[config.mk]
export PLATFORM = sky130hd
export DESIGN_NAME = fbc_result_fifo
export DESIGN_NICKNAME = d
export VERILOG_FILES = /design/src/hw/rtl/fbc_pkg.sv /design/src/hw/rtl/fbc_result_fifo.sv
export VERILOG_INCLUDE_DIRS = /design/src /design/src/hw/rtl
export SDC_FILE = /design/constraint.sdc
export NUM_CORES = 1
export LEC_CHECK = 0
export ABC_AREA = 1
export BUFFER_PORTS_ARGS = -buffer_cell sky130_fd_sc_hd__buf_2
export CAP_MARGIN = 20
export CORE_MARGIN = 5
export CORE_UTILIZATION = 50
export DETAILED_ROUTE_END_ITERATION = 8
export PLACE_DENSITY = 0.65
export SLEW_MARGIN = 20
export SYNTH_ARGS = -nofsm -noshare
export SYNTH_HDL_FRONTEND = slang
export SYNTH_SLANG_ARGS = --single-unit
[constraint.sdc]
create_clock -name clock -period 1.8 [get_ports clock]
set_input_delay 0.27 -clock clock [delete_from_list [all_inputs] [get_ports clock]]
set_output_delay 0.27 -clock clock [all_outputs]
set_load 0.01 [all_outputs]
[src/hw/rtl/frustum_box_cull_macros.svh]
`ifndef FRUSTUM_BOX_CULL_MACROS_SVH
`define FRUSTUM_BOX_CULL_MACROS_SVH

// same-cycle implication, checked outside reset
`define FBC_ASSERT_IMP(lbl, clk, rst, ante, cons) \
   lbl: assert property (@(posedge clk) disable iff (rst) (ante) |-> (cons)) \
      else $error("frustum_box_cull check failed");

// next-cycle implication, checked outside reset
`define FBC_ASSERT_NEXT(lbl, clk, rst, ante, cons) \
   lbl: assert property (@(posedge clk) disable iff (rst) (ante) |=> (cons)) \
      else $error("frustum_box_cull check failed");

`endif

[src/hw/rtl/fbc_pkg.sv]
package fbc_pkg;

   // field and value widths
   localparam int FIELD_BITS = 32;
   localparam int VALUE_BITS = 32;
   localparam int VAL_W      = (VALUE_BITS >= FIELD_BITS) ? FIELD_BITS : VALUE_BITS;
   localparam int IDX_BITS   = 4;
   localparam int FRAC_BITS  = 16;

   // plane arithmetic widths
   localparam int NORM_BITS = FIELD_BITS + 1;
   localparam int PROD_BITS = NORM_BITS + FIELD_BITS;
   localparam int SUM_BITS  = PROD_BITS + 2;

   // matrix shape
   localparam int MAT_DIM  = 4;
   localparam int NORM_DIM = 3;
   localparam logic [1:0] ROW_BASE = 2'd3;

   // chain and result queue sizing
   localparam int NUM_CELLS  = 6;
   localparam int FIFO_DEPTH = 16;
   localparam int FIFO_AW    = $clog2(FIFO_DEPTH);
   localparam int CNT_W      = $clog2(FIFO_DEPTH + 1);

   typedef enum logic {
      OP_LOAD = 1'b0,
      OP_TEST = 1'b1
   } op_type;

   // one item as it moves along the cell chain
   typedef struct packed {
      logic                              valid;
      op_type                            op;
      logic [IDX_BITS-1:0]               elem_index;
      logic [FIELD_BITS-1:0]             value;
      logic [NORM_DIM-1:0][FIELD_BITS-1:0] box_min;
      logic [NORM_DIM-1:0][FIELD_BITS-1:0] box_max;
      logic                              visible;
   } item_type;

   // which plane a cell owns: row3 plus or minus row
   typedef struct packed {
      logic [1:0] row;
      logic       neg;
   } plane_id_type;

   // sign-extend the low VAL_W bits of a field
   function automatic logic signed [FIELD_BITS-1:0] take_value(
      input logic [FIELD_BITS-1:0] raw);
      logic [FIELD_BITS-1:0] shifted;
      shifted = raw << (FIELD_BITS - VAL_W);
      return $signed(shifted) >>> (FIELD_BITS - VAL_W);
   endfunction

endpackage

[src/hw/rtl/fbc_result_fifo.sv]
`include "frustum_box_cull_macros.svh"

module fbc_result_fifo (
   input  logic clock,
   input  logic reset,
   input  logic wr_en,
   input  logic wr_data,
   input  logic rd_en,
   output logic rd_valid,
   output logic rd_data
);
   import fbc_pkg::*;

   logic               mem_ff [FIFO_DEPTH];
   logic [FIFO_AW-1:0] wr_ptr_ff;
   logic [FIFO_AW-1:0] wr_ptr_in;
   logic [FIFO_AW-1:0] rd_ptr_ff;
   logic [FIFO_AW-1:0] rd_ptr_in;
   logic [CNT_W-1:0]   count_ff;
   logic [CNT_W-1:0]   count_in;

   // pointer and fill count update
   always_comb begin
      wr_ptr_in = wr_ptr_ff;
      rd_ptr_in = rd_ptr_ff;
      count_in  = count_ff;
      if (wr_en) begin
         wr_ptr_in = (wr_ptr_ff == FIFO_AW'(FIFO_DEPTH - 1)) ? '0 : wr_ptr_ff + 1'b1;
      end
      if (rd_en) begin
         rd_ptr_in = (rd_ptr_ff == FIFO_AW'(FIFO_DEPTH - 1)) ? '0 : rd_ptr_ff + 1'b1;
      end
      case ({wr_en, rd_en})
         2'b10:   count_in = count_ff + 1'b1;
         2'b01:   count_in = count_ff - 1'b1;
         default: count_in = count_ff;
      endcase
   end

   always_ff @(posedge clock) begin
      if (reset) begin
         wr_ptr_ff <= '0;
         rd_ptr_ff <= '0;
         count_ff  <= '0;
      end else begin
         wr_ptr_ff <= wr_ptr_in;
         rd_ptr_ff <= rd_ptr_in;
         count_ff  <= count_in;
      end
   end

   // storage
   always_ff @(posedge clock) begin
      if (wr_en) begin
         mem_ff[wr_ptr_ff] <= wr_data;
      end
   end

   assign rd_valid = (count_ff != '0);
   assign rd_data  = mem_ff[rd_ptr_ff];

   // no write into a full queue
   `FBC_ASSERT_IMP(a_fifo_no_overflow, clock, reset, wr_en, (count_ff < CNT_W'(FIFO_DEPTH)) || rd_en)

endmodule

==> results.json <==
{
  "grt-ovfl-total": 0,
  "clk_pin_slew_ns": 0.10,
  "grt_usage": 0.154,
  "cp_cell_sequence": "o211ai_1 -> nand3_1 -> nand3b_1 -> nand2_1 -> buf_2",
  "final_cell_area_um2": 1760,
  "slew_viol_final": 0,
  "p_per_area_nw_per_um2": 867,
  "min-delay-start": "reset",
  "post_cts_buffers": 0,
  "drc": 0,
  "drive_gt1_frac": 0.0990,
  "most-common-layout-cells": "34 x inv_1, 32 x nand2_1, 21 x nor2_1",
  "antenna_found_initial": 0,
  "cp-start-kind": "flop",
  "die_area_um2": 4470,
  "place_area_um2": 1680,
  "fp.dieW_um": 66.9,
  "r2r-start": "count_ff[1]$_SDFFE_PP0P_",
  "r2r_setup_slack_ns": 0.41,
  "max_freq_mhz": 622,
  "vias": 1236,
  "grt_pass1_wl_um": 5110,
  "start_util": 0.526,
  "port_buffers": 6,
  "grt_start_max_net_pins": 17,
  "synth_edf_count": 16,
  "cts_tree": "yes",
  "syn_nets": 204,
  "finalHoldViolCount": 0,
  "synth_cell_types": 25,
  "row_count": 20,
  "fp.coreArea_um2": 3080,
  "drt_iter0_drc": 66,
  "cp.depth": 5,
  "max-slew-margin-rel": 0.820,
  "yosysSeqAreaShare": 0.507,
  "yosys_warnings": 0,
  "fillers": 302,
  "slowest_delay_ns": 0.48,
  "place_hpwl_um": 2170,
  "ys_ff_latch": 33,
  "ant_nets": 0,
  "r2r_end": "count_ff[2]$_SDFFE_PP0P_",
  "wire_per_inst_um": 11.5,
  "synth_ff_type": "dfxtp_1",
  "rsz0062_at_grt": "no",
  "fin_nets": 215,
  "hold_depth": 2,
  "syn_area_um2": 1620,
  "wl_um": 2840,
  "mostFrequentLayoutCell": "inv_1",
  "die_h_um": 66.9,
  "diodes": 0,
  "outcome": "completed",
  "cp_max_fo": 8,
  "crit_slowest_cell": "dfxtp_1",
  "via_per_inst": 5.02,
  "tightestPinTransition_ns": 0.269,
  "setup_viol": 0,
  "ios": 7,
  "synth-async-reset-ratio": 0,
  "min_to": "wr_ptr_ff[0]$_SDFFE_PP0P_",
  "fin_crit_sh": 0.893,
  "insertion_delay_ns": 0.33,
  "clock_skew_ns": 0.0106,
  "clockBufferDepth": 2,
  "maxCapViolCount": 0,
  "cts_root_buffer": "clkbuf_4",
  "critPathTopFamily": "flip-flops",
  "numCtsBuffers": 5,
  "area_growth_pct": 8.66,
  "arrival_ns": 1.34,
  "peakVddDrop_mv": 0.428,
  "hold_path_class": "input pin to flop",
  "grt_pass1_vias": 1211,
  "syn_inst": 190,
  "required_ns": 1.53,
  "first_pass_iters": 4,
  "critPathKind": "flop to primary output",
  "htreeDepth": 2,
  "endpoint_kind": "primary output",
  "cts_sinks": 33,
  "syn_avg_cell_area_um2": 8.51,
  "rr_worst_depth": 9,
  "path_buf_inv": 1,
  "period_minus_slack_ns": 1.61,
  "fin_setup_tns_ns": 0,
  "p_leak_nw": 0.789,
  "place_congestion": 0.804
}
==> per-stage QoR <==
step	hold WS (ns)	worst slack, ns	utilization	std cells	total power, mW
6_report	0.254	0.193	0.571	246	1.52
5_1_grt	0.229	0.0136	0.571	246	1.62
4_1_cts	0.232	0.128	0.570	246	1.54
3_5_place_dp	0.494	0.0407	0.547	238	1.07
3_3_place_gp	0.475	0.117	0.547	238	1.06
2_1_floorplan	0.369	0.300	-	190	1.02
==> report_power, final <==
group / switching [mW] / total (mW) / internal (mW) / leakage (nW)
Sequential: 0.0356 / 0.853 / 0.818 / 0.285
Combinational: 0.119 / 0.198 / 0.0796 / 0.462
Clock: 0.246 / 0.472 / 0.226 / 0.0413
==> kinds of logic (layout without fill, tap and decap cells) <==
logic type,after synthesis,in the layout,share of synthesized area
simple gates,75,75,0.203
compound gates,32,32,0.108
flops,33,33,0.507
fa+ha+maj,9,9,0.0696
xor+xnor,2,2,0.0108
buf+inv,39,51,0.102
==> final cells by class <==
type | instances | area (um^2) | area share
sequential | 33 | 825 | 0.469
multi-input combinational | 118 | 632 | 0.359
inverter | 35 | 131 | 0.0747
clock buffer | 7 | 65.1 | 0.0370
tap | 44 | 55.1 | 0.0313
timing repair buffer | 8 | 45.0 | 0.0256
clock inverter | 1 | 5.00 | 0.00285
==> worst register-to-register path: cells and delay by family, from the launching register on <==
| kind | cells | cell delay, ns |
|---|---|---|
| AOI/OAI and AO/OA | 1 | 0.15 |
| buffers and inverters | 3 | 0.19 |
| and+or+nand+nor | 3 | 0.21 |
| DFF | 1 | 0.42 |
| xor gates and xnor gates | 1 | 0.16 |
| adders and majority gates | 1 | 0.17 |
==> routing by layer <==
| metal | global-route usage | vias up | wire, um |
|---|---|---|---|
| li1 | - | 635 | - |
| met3 | 0.0405 | 7 | 104 |
| met4 | 0.0709 | 0 | 59 |
| met2 | 0.260 | 23 | 1370 |
| met1 | 0.180 | 571 | 1300 |
| met5 | 0 | - | 0 |
==> cells in the mapped netlist (2+ instances only) <==
cell type  instances  area share
edfxtp_1          16        0.30
ha_1               9       0.070
inv_1             34       0.079
dfxtp_1           17        0.21
a21oi_1           13       0.040
nand2_1           32       0.074
buf_6              2       0.014
nand3_1           12       0.037
nor3_1             4       0.012
o211ai_1           4       0.019
nor2_1            21       0.049
nand3b_1           2      0.0093
o21ai_0           12       0.037
==> worst max path at each step <==
stage	endpoint	slack, ns
global route	rd_data	0.01
global placement	count_ff[4]$_SDFFE_PP0P_	0.12
detailed placement	count_ff[2]$_SDFFE_PP0P_	0.04
CTS	rd_data	0.13
floorplan	count_ff[2]$_SDFFE_PP0P_	0.30
finish	rd_data	0.19
==> repair_timing <==
item / 4_1_cts / 5_1_grt
endpoints found under the setup margin: 1 / 1
pin swaps: 0 / 0
hold buffers: 0 / 0
resized for setup: 1 / 1
Note: power is estimated with default switching activity, not from simulation.
